**src/rtl/rfp_pkg.sv**
```systemverilog
// Shared types and constants for the row filter and projection block.
// Used by every module under rtl except rfp_ram; depends on nothing else.

package rfp_pkg;

    // Configuration register indexes on the write port.
    localparam logic [2:0] REG_FILTER_ENABLE  = 3'd0;
    localparam logic [2:0] REG_FILTER_COLUMN  = 3'd1;
    localparam logic [2:0] REG_FILTER_OP      = 3'd2;
    localparam logic [2:0] REG_FILTER_VALUE   = 3'd3;
    localparam logic [2:0] REG_PROJ_COUNT     = 3'd4;
    localparam logic [2:0] REG_PROJ_COLUMNS   = 3'd5;

    // Filter comparison codes; codes 6 and 7 never match.
    localparam logic [2:0] OP_GT = 3'd0;
    localparam logic [2:0] OP_GE = 3'd1;
    localparam logic [2:0] OP_LT = 3'd2;
    localparam logic [2:0] OP_LE = 3'd3;
    localparam logic [2:0] OP_EQ = 3'd4;
    localparam logic [2:0] OP_NE = 3'd5;

    // Result status codes.
    localparam logic [1:0] ST_DATA      = 2'd0;
    localparam logic [1:0] ST_FILT_MISS = 2'd1;
    localparam logic [1:0] ST_PROJ_MISS = 2'd2;

    // Slots held by the projection column register.
    localparam int PROJ_SLOTS = 8;

    // Length of a row or of a projection, wide enough for 64 columns.
    typedef logic [6:0] len_t;

    typedef enum logic [1:0] {
        KIND_ERR,
        KIND_WHOLE,
        KIND_PROJ
    } kind_t;

    typedef enum logic {
        BE_IDLE,
        BE_RUN
    } back_state_t;

    typedef struct packed {
        logic        filter_enable;
        logic [3:0]  filter_column;
        logic [2:0]  filter_op;
        logic [63:0] filter_value;
        logic [3:0]  projection_count;
        logic [31:0] proj_list;
    } cfg_t;

    // Work handed from the front end to the back end for one finished row.
    typedef struct packed {
        kind_t       kind;
        logic        bank;
        len_t        len;
        logic [31:0] row;
        logic [1:0]  status;
        logic [3:0]  bad;
    } desc_t;

    // The back end hands a row buffer bank back to the front end.
    typedef struct packed {
        logic valid;
        logic bank;
    } bank_free_t;

    typedef struct packed {
        logic [63:0] value;
        logic [1:0]  status;
        logic [31:0] row;
        logic [3:0]  bad;
        logic        last;
    } result_t;

endpackage

```
**src/rtl/rfp_ram.sv**
```systemverilog
// Generic single-write, single-read RAM with a registered read port.
// Standalone; no package needed.

module rfp_ram #(
    parameter int WIDTH = 64,
    parameter int DEPTH = 32
) (
    input  logic                     clk,
    input  logic                     we,
    input  logic [$clog2(DEPTH)-1:0] waddr,
    input  logic [WIDTH-1:0]         wdata,
    input  logic [$clog2(DEPTH)-1:0] raddr,
    output logic [WIDTH-1:0]         rdata
);

    logic [WIDTH-1:0] mem_reg [DEPTH];
    logic [WIDTH-1:0] rdata_reg;

    always_ff @(posedge clk)
    begin
        if (we)
        begin
            mem_reg[waddr] <= wdata;
        end
        rdata_reg <= mem_reg[raddr];
    end

    assign rdata = rdata_reg;

endmodule

```
**src/rtl/rfp_queue.sv**
```systemverilog
// Two-entry queue of row descriptors between the front and back ends.
// Depends on rfp_pkg for desc_t.

module rfp_queue (
    input  logic           clk,
    input  logic           rst_n,
    input  logic           push,
    input  rfp_pkg::desc_t push_data,
    output logic           full,
    input  logic           pop,
    output logic           valid,
    output rfp_pkg::desc_t pop_data
);

    rfp_pkg::desc_t entry_reg [2];
    logic           rd_reg;
    logic           rd_next;
    logic           wr_reg;
    logic           wr_next;
    logic [1:0]     count_reg;
    logic [1:0]     count_next;

    assign full     = (count_reg == 2'd2);
    assign valid    = (count_reg != 2'd0);
    assign pop_data = entry_reg[rd_reg];

    always_comb
    begin
        rd_next    = pop ? ~rd_reg : rd_reg;
        wr_next    = push ? ~wr_reg : wr_reg;
        count_next = count_reg + {1'b0, push} - {1'b0, pop};
    end

    always_ff @(posedge clk or negedge rst_n)
    begin
        if (!rst_n)
        begin
            rd_reg    <= 1'b0;
            wr_reg    <= 1'b0;
            count_reg <= 2'd0;
        end
        else
        begin
            rd_reg    <= rd_next;
            wr_reg    <= wr_next;
            count_reg <= count_next;
        end
    end

    always_ff @(posedge clk)
    begin
        if (push)
        begin
            entry_reg[wr_reg] <= push_data;
        end
    end

`ifndef SYNTH
    // The back end only takes a descriptor that is actually there.
    a_pop_nonempty: assert property (@(posedge clk) disable iff (!rst_n)
        pop |-> (count_reg != 2'd0))
        else $error("descriptor queue popped while empty");
`endif

endmodule

```
**src/rtl/rfp_front.sv**
```systemverilog
// Front end: takes column items, writes them into the row buffer, captures the
// filter column and classifies each finished row. Depends on rfp_pkg.

module rfp_front #(
    parameter int MAX_COLUMNS    = 16,
    parameter int MAX_PROJECTION = 8
) (
    input  logic                            clk,
    input  logic                            rst_n,
    input  rfp_pkg::cfg_t                   cfg,
    input  logic                            s_tvalid,
    output logic                            s_tready,
    input  logic [63:0]                     s_tdata,
    input  logic                            s_tlast,
    output logic                            ram_we,
    output logic [$clog2(MAX_COLUMNS):0]    ram_waddr,
    output logic [63:0]                     ram_wdata,
    output logic                            q_push,
    output rfp_pkg::desc_t                  q_data,
    input  logic                            q_full,
    input  rfp_pkg::bank_free_t             bank_free
);

    localparam int IW   = $clog2(MAX_COLUMNS);
    localparam int CW   = $clog2(MAX_COLUMNS + 1);
    localparam int CMPW = (CW > 4) ? CW : 4;
    localparam int PLIM = (MAX_PROJECTION < rfp_pkg::PROJ_SLOTS) ?
                          MAX_PROJECTION : rfp_pkg::PROJ_SLOTS;

    logic [CW-1:0] cnt_reg;
    logic [CW-1:0] cnt_next;
    logic          wbank_reg;
    logic          wbank_next;
    logic [1:0]    busy_reg;
    logic [1:0]    busy_next;
    logic [31:0]   row_reg;
    logic [31:0]   row_next;
    logic [63:0]   cap_reg;

    logic          accept;
    logic          store;
    logic [CW-1:0] len;
    logic          cap_hit;
    logic [63:0]   fval;
    logic          cmp_pass;
    logic [3:0]    pcount;
    logic          proj_miss;
    logic [3:0]    proj_bad;
    logic          filt_miss;
    logic          take_bank;

    // A new item is taken only when the bank being filled is free and a
    // finished row would find room in the queue.
    assign s_tready = !busy_reg[wbank_reg] && !q_full;
    assign accept   = s_tvalid && s_tready;
    assign store    = accept && (cnt_reg < CW'(MAX_COLUMNS));
    assign len      = store ? CW'(cnt_reg + 1'b1) : cnt_reg;

    assign cap_hit  = store && (CMPW'(cnt_reg) == CMPW'(cfg.filter_column));
    assign fval     = cap_hit ? s_tdata : cap_reg;

    assign ram_we    = store;
    assign ram_waddr = {wbank_reg, IW'(cnt_reg)};
    assign ram_wdata = s_tdata;

    assign pcount    = (cfg.projection_count > 4'(PLIM)) ? 4'(PLIM) :
                       cfg.projection_count;
    assign filt_miss = (CMPW'(cfg.filter_column) >= CMPW'(len));

    always_comb
    begin
        cmp_pass = 1'b0;
        case (cfg.filter_op)
            rfp_pkg::OP_GT: cmp_pass = $signed(fval) >  $signed(cfg.filter_value);
            rfp_pkg::OP_GE: cmp_pass = $signed(fval) >= $signed(cfg.filter_value);
            rfp_pkg::OP_LT: cmp_pass = $signed(fval) <  $signed(cfg.filter_value);
            rfp_pkg::OP_LE: cmp_pass = $signed(fval) <= $signed(cfg.filter_value);
            rfp_pkg::OP_EQ: cmp_pass = (fval == cfg.filter_value);
            rfp_pkg::OP_NE: cmp_pass = (fval != cfg.filter_value);
            default:        cmp_pass = 1'b0;
        endcase
    end

    // The first projected entry that lies past the row's end is the one
    // reported; walking from the top lets the lowest entry win.
    always_comb
    begin
        proj_miss = 1'b0;
        proj_bad  = 4'd0;
        for (int k = rfp_pkg::PROJ_SLOTS - 1; k >= 0; k--)
        begin
            if ((4'(k) < pcount) &&
                (CMPW'(cfg.proj_list[4*k +: 4]) >= CMPW'(len)))
            begin
                proj_miss = 1'b1;
                proj_bad  = cfg.proj_list[4*k +: 4];
            end
        end
    end

    always_comb
    begin
        q_push        = 1'b0;
        take_bank     = 1'b0;
        q_data.kind   = rfp_pkg::KIND_WHOLE;
        q_data.bank   = wbank_reg;
        q_data.len    = rfp_pkg::len_t'(len);
        q_data.row    = row_reg;
        q_data.status = rfp_pkg::ST_DATA;
        q_data.bad    = 4'd0;
        if (accept && s_tlast)
        begin
            if (cfg.filter_enable && filt_miss)
            begin
                q_push        = 1'b1;
                q_data.kind   = rfp_pkg::KIND_ERR;
                q_data.len    = rfp_pkg::len_t'(1);
                q_data.status = rfp_pkg::ST_FILT_MISS;
                q_data.bad    = cfg.filter_column;
            end
            else if (cfg.filter_enable && !cmp_pass)
            begin
                q_push = 1'b0;
            end
            else if (pcount == 4'd0)
            begin
                q_push    = 1'b1;
                take_bank = 1'b1;
            end
            else if (proj_miss)
            begin
                q_push        = 1'b1;
                q_data.kind   = rfp_pkg::KIND_ERR;
                q_data.len    = rfp_pkg::len_t'(1);
                q_data.status = rfp_pkg::ST_PROJ_MISS;
                q_data.bad    = proj_bad;
            end
            else
            begin
                q_push      = 1'b1;
                take_bank   = 1'b1;
                q_data.kind = rfp_pkg::KIND_PROJ;
                q_data.len  = rfp_pkg::len_t'(pcount);
            end
        end
    end

    always_comb
    begin
        cnt_next   = cnt_reg;
        row_next   = row_reg;
        wbank_next = take_bank ? ~wbank_reg : wbank_reg;
        busy_next  = busy_reg;
        if (accept)
        begin
            cnt_next = s_tlast ? '0 : len;
            if (s_tlast)
            begin
                row_next = row_reg + 32'd1;
            end
        end
        if (bank_free.valid)
        begin
            busy_next[bank_free.bank] = 1'b0;
        end
        if (take_bank)
        begin
            busy_next[wbank_reg] = 1'b1;
        end
    end

    always_ff @(posedge clk or negedge rst_n)
    begin
        if (!rst_n)
        begin
            cnt_reg   <= '0;
            row_reg   <= 32'd0;
            wbank_reg <= 1'b0;
            busy_reg  <= 2'b00;
        end
        else
        begin
            cnt_reg   <= cnt_next;
            row_reg   <= row_next;
            wbank_reg <= wbank_next;
            busy_reg  <= busy_next;
        end
    end

    always_ff @(posedge clk)
    begin
        if (cap_hit)
        begin
            cap_reg <= s_tdata;
        end
    end

`ifndef SYNTH
    // A column never lands in a bank that the back end may still be reading.
    a_write_free_bank: assert property (@(posedge clk) disable iff (!rst_n)
        ram_we |-> !busy_reg[wbank_reg])
        else $error("row buffer write into a busy bank");

    // The back end only returns a bank that was handed to it.
    a_free_busy_bank: assert property (@(posedge clk) disable iff (!rst_n)
        bank_free.valid |-> busy_reg[bank_free.bank])
        else $error("bank released that was not in use");
`endif

endmodule

```
**src/rtl/rfp_back.sv**
```systemverilog
// Back end: runs each row descriptor, reading the row buffer once per result,
// and queues results in a two-entry output buffer. Depends on rfp_pkg.

module rfp_back #(
    parameter int MAX_COLUMNS = 16
) (
    input  logic                          clk,
    input  logic                          rst_n,
    input  rfp_pkg::cfg_t                 cfg,
    input  logic                          q_valid,
    input  rfp_pkg::desc_t                q_data,
    output logic                          q_pop,
    output logic [$clog2(MAX_COLUMNS):0]  ram_raddr,
    input  logic [63:0]                   ram_rdata,
    output rfp_pkg::bank_free_t           bank_free,
    output logic                          m_tvalid,
    input  logic                          m_tready,
    output logic [103:0]                  m_tdata,
    output logic [1:0]                    m_tuser,
    output logic                          m_tlast
);

    localparam int IW   = $clog2(MAX_COLUMNS);
    localparam int NMAX = (MAX_COLUMNS > rfp_pkg::PROJ_SLOTS) ?
                          MAX_COLUMNS : rfp_pkg::PROJ_SLOTS;
    localparam int KW   = $clog2(NMAX);

    rfp_pkg::back_state_t state_reg;
    rfp_pkg::back_state_t state_next;
    rfp_pkg::desc_t       act_reg;
    logic [KW-1:0]        k_reg;
    logic [KW-1:0]        k_next;

    // Read stage, aligned with the RAM's registered output.
    logic                 pv_reg;
    logic                 pm_ram_reg;
    logic [1:0]           pm_status_reg;
    logic [31:0]          pm_row_reg;
    logic [3:0]           pm_bad_reg;
    logic                 pm_last_reg;

    // Output buffer.
    rfp_pkg::result_t     fifo_reg [2];
    logic                 rd_reg;
    logic                 wr_reg;
    logic [1:0]           fcount_reg;
    logic [1:0]           fcount_next;

    logic                 out_pop;
    logic                 credit;
    logic                 issue;
    logic                 k_last;
    logic [3:0]           pcol;
    rfp_pkg::result_t     res;
    rfp_pkg::result_t     head;

    assign out_pop = m_tvalid && m_tready;
    // A read may start when its data is sure of a place in the output buffer.
    assign credit  = (({1'b0, fcount_reg} + {2'b00, pv_reg}) < 3'd2) || out_pop;
    assign k_last  = (k_reg == KW'(act_reg.len - rfp_pkg::len_t'(1)));
    assign pcol    = cfg.proj_list[{k_reg[2:0], 2'b00} +: 4];

    always_comb
    begin
        state_next = state_reg;
        case (state_reg)
            rfp_pkg::BE_IDLE:
            begin
                if (q_valid)
                begin
                    state_next = rfp_pkg::BE_RUN;
                end
            end
            rfp_pkg::BE_RUN:
            begin
                if (credit && k_last)
                begin
                    state_next = rfp_pkg::BE_IDLE;
                end
            end
            default: state_next = rfp_pkg::BE_IDLE;
        endcase
    end

    always_comb
    begin
        q_pop = 1'b0;
        issue = 1'b0;
        case (state_reg)
            rfp_pkg::BE_IDLE: q_pop = q_valid;
            rfp_pkg::BE_RUN:  issue = credit;
            default:
            begin
                q_pop = 1'b0;
                issue = 1'b0;
            end
        endcase
    end

    always_comb
    begin
        k_next = k_reg;
        if (q_pop)
        begin
            k_next = '0;
        end
        else if (issue)
        begin
            k_next = KW'(k_reg + 1'b1);
        end
    end

    assign ram_raddr = {act_reg.bank,
                        (act_reg.kind == rfp_pkg::KIND_PROJ) ? IW'(pcol) : IW'(k_reg)};

    assign bank_free.valid = issue && k_last && (act_reg.kind != rfp_pkg::KIND_ERR);
    assign bank_free.bank  = act_reg.bank;

    always_comb
    begin
        res.value  = pm_ram_reg ? ram_rdata : 64'd0;
        res.status = pm_status_reg;
        res.row    = pm_row_reg;
        res.bad    = pm_bad_reg;
        res.last   = pm_last_reg;
    end

    assign fcount_next = fcount_reg + {1'b0, pv_reg} - {1'b0, out_pop};

    always_ff @(posedge clk or negedge rst_n)
    begin
        if (!rst_n)
        begin
            state_reg  <= rfp_pkg::BE_IDLE;
            k_reg      <= '0;
            pv_reg     <= 1'b0;
            rd_reg     <= 1'b0;
            wr_reg     <= 1'b0;
            fcount_reg <= 2'd0;
        end
        else
        begin
            state_reg  <= state_next;
            k_reg      <= k_next;
            pv_reg     <= issue;
            rd_reg     <= out_pop ? ~rd_reg : rd_reg;
            wr_reg     <= pv_reg ? ~wr_reg : wr_reg;
            fcount_reg <= fcount_next;
        end
    end

    always_ff @(posedge clk)
    begin
        if (q_pop)
        begin
            act_reg <= q_data;
        end
        if (issue)
        begin
            pm_ram_reg    <= (act_reg.kind != rfp_pkg::KIND_ERR);
            pm_status_reg <= act_reg.status;
            pm_row_reg    <= act_reg.row;
            pm_bad_reg    <= act_reg.bad;
            pm_last_reg   <= k_last;
        end
        if (pv_reg)
        begin
            fifo_reg[wr_reg] <= res;
        end
    end

    assign head     = fifo_reg[rd_reg];
    assign m_tvalid = (fcount_reg != 2'd0);
    assign m_tdata  = {4'd0, head.bad, head.row, head.value};
    assign m_tuser  = head.status;
    assign m_tlast  = head.last;

`ifndef SYNTH
    // Read data coming back from the RAM always finds a free buffer slot.
    a_room_for_read: assert property (@(posedge clk) disable iff (!rst_n)
        pv_reg |-> ((fcount_reg != 2'd2) || out_pop))
        else $error("output buffer overrun");

    // Handing back a bank finishes the row in progress.
    a_free_ends_row: assert property (@(posedge clk) disable iff (!rst_n)
        bank_free.valid |=> (state_reg == rfp_pkg::BE_IDLE))
        else $error("bank released before the row was done");
`endif

endmodule

```
**src/rtl/row_filter_projection_top.sv**
```systemverilog
// Top level of the row filter and projection block: configuration registers,
// row buffer RAM, front end, descriptor queue and back end.
// Depends on rfp_pkg, rfp_ram, rfp_front, rfp_queue and rfp_back.
//
//  channel   | direction | handshake          | payload
//  ----------+-----------+--------------------+------------------------------------
//  s_*       | in        | s_tvalid/s_tready  | tdata column_value, tlast row_end
//  m_*       | out       | m_tvalid/m_tready  | tdata value,row,bad; tuser status;
//            |           |                    | tlast last_of_row
//  cfg_*     | in        | cfg_wen            | cfg_addr register, cfg_wdata value
//
// The front end takes one column item per cycle while the row buffer bank it
// fills is free and the descriptor queue has room; two banks let one row fill
// while the previous one is read. The back end gives one result per cycle,
// one RAM read each, while its output buffer has room, and takes each row's
// descriptor in its idle state before that row's first read; each read is
// registered in the read stage and then in the output buffer before it is offered.
// Reset is asynchronous and active low; no clearing pass is needed.
// Either side may stall: the descriptor queue and a two-entry output buffer
// let the input keep flowing while results wait to be taken.

module row_filter_projection_top #(
    parameter int MAX_COLUMNS    = 16,
    parameter int MAX_PROJECTION = 8
) (
    input  logic         clk,
    input  logic         rst_n,
    // column_value [63:0]
    input  logic [63:0]  s_tdata,
    input  logic         s_tvalid,
    output logic         s_tready,
    input  logic         s_tlast,
    // out_value [63:0], row_number [95:64], bad_column [99:96], zero pad [103:100]
    output logic [103:0] m_tdata,
    // status [1:0]
    output logic [1:0]   m_tuser,
    output logic         m_tvalid,
    input  logic         m_tready,
    output logic         m_tlast,
    input  logic         cfg_wen,
    input  logic [2:0]   cfg_addr,
    input  logic [63:0]  cfg_wdata
);

    localparam int IW        = $clog2(MAX_COLUMNS);
    localparam int RAM_DEPTH = 2 * (1 << IW);

    rfp_pkg::cfg_t       cfg_reg;
    rfp_pkg::cfg_t       cfg_next;

    logic                ram_we;
    logic [IW:0]         ram_waddr;
    logic [63:0]         ram_wdata;
    logic [IW:0]         ram_raddr;
    logic [63:0]         ram_rdata;

    logic                q_push;
    rfp_pkg::desc_t      q_push_data;
    logic                q_full;
    logic                q_pop;
    logic                q_valid;
    rfp_pkg::desc_t      q_pop_data;
    rfp_pkg::bank_free_t bank_free;

    // Configuration writes; an index past the last register is ignored.
    always_comb
    begin
        cfg_next = cfg_reg;
        if (cfg_wen)
        begin
            case (cfg_addr)
                rfp_pkg::REG_FILTER_ENABLE: cfg_next.filter_enable      = cfg_wdata[0];
                rfp_pkg::REG_FILTER_COLUMN: cfg_next.filter_column      = cfg_wdata[3:0];
                rfp_pkg::REG_FILTER_OP:     cfg_next.filter_op          = cfg_wdata[2:0];
                rfp_pkg::REG_FILTER_VALUE:  cfg_next.filter_value       = cfg_wdata;
                rfp_pkg::REG_PROJ_COUNT:    cfg_next.projection_count   = cfg_wdata[3:0];
                rfp_pkg::REG_PROJ_COLUMNS:  cfg_next.proj_list          = cfg_wdata[31:0];
                default:                    cfg_next = cfg_reg;
            endcase
        end
    end

    always_ff @(posedge clk or negedge rst_n)
    begin
        if (!rst_n)
        begin
            cfg_reg.filter_enable      <= 1'b0;
            cfg_reg.filter_column      <= 4'd0;
            cfg_reg.filter_op          <= rfp_pkg::OP_EQ;
            cfg_reg.filter_value       <= 64'd0;
            cfg_reg.projection_count   <= 4'd0;
            cfg_reg.proj_list          <= 32'd0;
        end
        else
        begin
            cfg_reg <= cfg_next;
        end
    end

    // Row buffer: two banks of MAX_COLUMNS entries rounded up to a power of two, bank in the top address bit.
    rfp_ram #(
        .WIDTH (64),
        .DEPTH (RAM_DEPTH)
    ) u_row_ram (
        .clk   (clk),
        .we    (ram_we),
        .waddr (ram_waddr),
        .wdata (ram_wdata),
        .raddr (ram_raddr),
        .rdata (ram_rdata)
    );

    rfp_front #(
        .MAX_COLUMNS    (MAX_COLUMNS),
        .MAX_PROJECTION (MAX_PROJECTION)
    ) u_front (
        .clk       (clk),
        .rst_n     (rst_n),
        .cfg       (cfg_reg),
        .s_tvalid  (s_tvalid),
        .s_tready  (s_tready),
        .s_tdata   (s_tdata),
        .s_tlast   (s_tlast),
        .ram_we    (ram_we),
        .ram_waddr (ram_waddr),
        .ram_wdata (ram_wdata),
        .q_push    (q_push),
        .q_data    (q_push_data),
        .q_full    (q_full),
        .bank_free (bank_free)
    );

    rfp_queue u_queue (
        .clk       (clk),
        .rst_n     (rst_n),
        .push      (q_push),
        .push_data (q_push_data),
        .full      (q_full),
        .pop       (q_pop),
        .valid     (q_valid),
        .pop_data  (q_pop_data)
    );

    rfp_back #(
        .MAX_COLUMNS (MAX_COLUMNS)
    ) u_back (
        .clk       (clk),
        .rst_n     (rst_n),
        .cfg       (cfg_reg),
        .q_valid   (q_valid),
        .q_data    (q_pop_data),
        .q_pop     (q_pop),
        .ram_raddr (ram_raddr),
        .ram_rdata (ram_rdata),
        .bank_free (bank_free),
        .m_tvalid  (m_tvalid),
        .m_tready  (m_tready),
        .m_tdata   (m_tdata),
        .m_tuser   (m_tuser),
        .m_tlast   (m_tlast)
    );

endmodule
```
**config.mk**
```make
export PLATFORM = sky130hd
export DESIGN_NAME = row_filter_projection_top
export DESIGN_NICKNAME = d
export VERILOG_FILES = /design/src/rtl/rfp_pkg.sv /design/src/rtl/rfp_ram.sv /design/src/rtl/rfp_queue.sv /design/src/rtl/rfp_front.sv /design/src/rtl/rfp_back.sv /design/src/rtl/row_filter_projection_top.sv
export SDC_FILE = /design/constraint.sdc
export NUM_CORES = 2
export LEC_CHECK = 0
export ABC_AREA = 1
export CAP_MARGIN = 20
export CELL_PAD_IN_SITES_DETAIL_PLACEMENT = 1
export CELL_PAD_IN_SITES_GLOBAL_PLACEMENT = 1
export CORE_MARGIN = 2
export CORE_UTILIZATION = 25
export CTS_BUF_LIST = sky130_fd_sc_hd__clkbuf_4 sky130_fd_sc_hd__clkbuf_8 sky130_fd_sc_hd__clkbuf_16
export DETAILED_ROUTE_END_ITERATION = 16
export DONT_BUFFER_PORTS = 1
export GPL_ROUTABILITY_DRIVEN = 0
export HOLD_SLACK_MARGIN = 0.06
export PLACE_DENSITY_LB_ADDON = 0.1
export SYNTH_ARGS = -nofsm -noshare
export SYNTH_HDL_FRONTEND = slang
export SYNTH_HIERARCHICAL = 1
export SYNTH_SLANG_ARGS = --single-unit
```
**constraint.sdc**
```tcl
create_clock -name clk -period 11.7 [get_ports clk]
set_input_delay 0.585 -clock clk [delete_from_list [all_inputs] [get_ports clk]]
set_output_delay 0.585 -clock clk [all_outputs]
set_load 0.05 [all_outputs]
```
==> reports/results.ini <==
[timing]
layout_setup_ws_ps = 5335
final_hold_viol_count = 0
timing.fmax_mhz = 157.1
setup_viol = 0
tns_ps = 0
fin_crit_ps = 6365
relSlewSlack_pct = -3.564
skew_ps = 68.73
drv_slew = 61
finalCritPeriodShare_pct = 54.40
rsz0062_at_grt = false
worst_pin_slew_ps = 1553

[worst_setup_path]
cp_num_buf_inv = 5
worstReg2RegEnd = u_queue/entry_reg[0][23]
worst_setup_path_start_kind = flop
cp.arrival_ps = 6920
crit_top_cell = nand2_1
rr_worst_depth = 26
max_stage_delay_ps = 580
path_class = reg2reg
slowest_stage = buf_4
reg2reg_slack_ps = 5340
critPathTopFamily = simple AND/OR/NAND/NOR gates
reg2reg_from = u_front/wbank_reg
end_kind = flop
crit_required_ps = 12250
crit_fanout = 65

[grt]
globalRouteOverflowTotal = 0
grt_pass1_wl_um = 609900
first_global_vias = 75716
grt_start_max_net_pins = 199
track_usage_pct = 19.17
antenna_found_initial = 75

[pwr]
intPower_w = 0.02107
seqPwrFrac_pct = 34.9
pwr-share-comb_pct = 36.0
switching_share_pct = 41.14
peakVddDrop_mv = 0.2402
p_clk_share_pct = 29.1
p_per_area_mw_per_mm2 = 275.0
p_sw_w = 0.01472
p_leak_nw = 48.43

[layout]
final_cell_mix = 3,353 x nand2_1, 2,429 x edfxtp_1, 1,863 x nand3_1, 337 x clkbuf_16, 318 x inv_1
final_common_cell = nand2_1
largest_reg_flops = 2048
syn_to_final_growth_pct = 17.85
layout.nets = 9802
drive_gt1_share_pct = 9.871

[floorplanning]
design.core.area_mm2 = 0.4408
die_h_um = 668.6
die_area_mm2 = 0.4471
fp.dieW_um = 668.6
rows = 244
start_util_pct = 25.05
io_pins = 246

[hold_path]
hold-path-endpoint = cfg_reg[106]
min-delay-start = cfg_wen
hp-class = in2reg
whs_path_depth = 4

[drt]
dr_total_vias = 72983
wl_per_cell_um = 27.67
drc = 0
first_iter_violations = 4980
dr.pass1.iters = 8
ant_nets = 0
viasPerCell = 4.634
routed_wl_um = 435900

[clocking]
clk_latency_ps = 960
cts_tree = built
htreeDepth = 5
clock-root-buffer = clkbuf_16
clkTransAtPathRegs_ps = 60
cts_resized = 0
cts_buffers = 331
cts_buffer_depth = 4
clkSinkCount = 2719

[synthesis]
syn_area_per_cell_um2 = 11.68
synth-warning-count = 6
synthCells = 9454
syn_area_mm2 = 0.1104

[flow_run]
drv_cap = 0

[placement]
pre_cts_slack_ps = 5212
place_hpwl_um = 241000
port_buffers = 0

[run_status]
status = complete, but fails checks
failed_checks = max-slew violations

metal layers:
layer / routed length (um) / global-route usage [%] / part of all wire [%] / up-vias
met5: 147 / 0 / 0.034 / -
met3: 13860 / 1.916 / 3.2 / 472
met1: 205200 / 26.82 / 47 / 38317
li1: - / - / - / 32886
met4: 7648 / 3.540 / 1.8 / 22
met2: 209100 / 32.34 / 48 / 1286
worst reg2reg max path, stage by stage (launching register included):
cell and delay (ps):
dfrtp_1 520, nand2_1 130, nand2_1 90, nor2_4 380, nand2_1 120, nor2_1 490, nand4_1 160, buf_4 420
mux2_2 530, ha_1 300, nand2_1 70, nor2_1 170, nand4_1 140, nor2_1 220, nand2_1 140, nor2_1 210
inv_1 80, nand3_1 110, nand2_1 60, nand2_1 100, inv_1 100, nand3_2 260, nor2_1 80, nor2_1 250
inv_1 120, nor2_4 90, buf_4 580
power groups by stage:
stage          Clock [W]  Combinational (W)  Sequential (W)
6_report          0.0104             0.0129          0.0125
5_1_grt           0.0111             0.0142          0.0126
4_1_cts           0.0107             0.0132          0.0125
3_5_place_dp           0             0.0129          0.0127
3_3_place_gp           0             0.0128          0.0127
2_1_floorplan          0            0.00842          0.0124
area by class of cell:
class | instances | area, um^2
multi-input cells | 5815 | 26740
fillers | 48176 | 310700
inverters | 334 | 1318
well taps | 5904 | 7387
clock buffers | 458 | 9542
flip-flops and latches | 2719 | 79570
repair buffers | 356 | 4156
diodes | 19 | 47.55
clock inverters | 145 | 1391
stage by stage:
stage	instance area (um^2)	power (W)	hold WS (ps)	utilization, %	instances
finish	130100	0.03579	168.5	29.52	15750
global route	130100	0.03791	140.5	29.52	15739
CTS	130100	0.03647	68.68	29.51	15730
detailed placement	116300	0.02560	299.0	26.39	14920
global placement	116300	0.02552	301.3	26.38	14918
floorplan	110400	0.02079	289.4	-	9457
worst max path at each step:
| stage | startpoint | to | slack, ps | cells past startpoint |
|---|---|---|---|---|
| 2_1_floorplan | u_queue/count_reg[1] | u_queue/entry_reg[0][0] | 5140 | 31 |
| 3_3_place_gp | u_front/wbank_reg | u_queue/entry_reg[1][18] | 5120 | 27 |
| 3_5_place_dp | u_front/wbank_reg | u_queue/entry_reg[0][22] | 5210 | 24 |
| 4_1_cts | u_front/wbank_reg | u_queue/entry_reg[0][23] | 5180 | 24 |
| 5_1_grt | u_front/wbank_reg | u_queue/entry_reg[0][23] | 4510 | 26 |
| 6_report | u_front/wbank_reg | u_queue/entry_reg[0][23] | 5340 | 26 |
repair_timing:
item / in CTS / in global routing
endpoints found under the hold margin: 2389 / 0
buffers inserted: 0 / 0
hold buffers: 207 / 0
endpoints found under the setup margin: 0 / 0
Note: power is estimated with default switching activity, not from simulation.
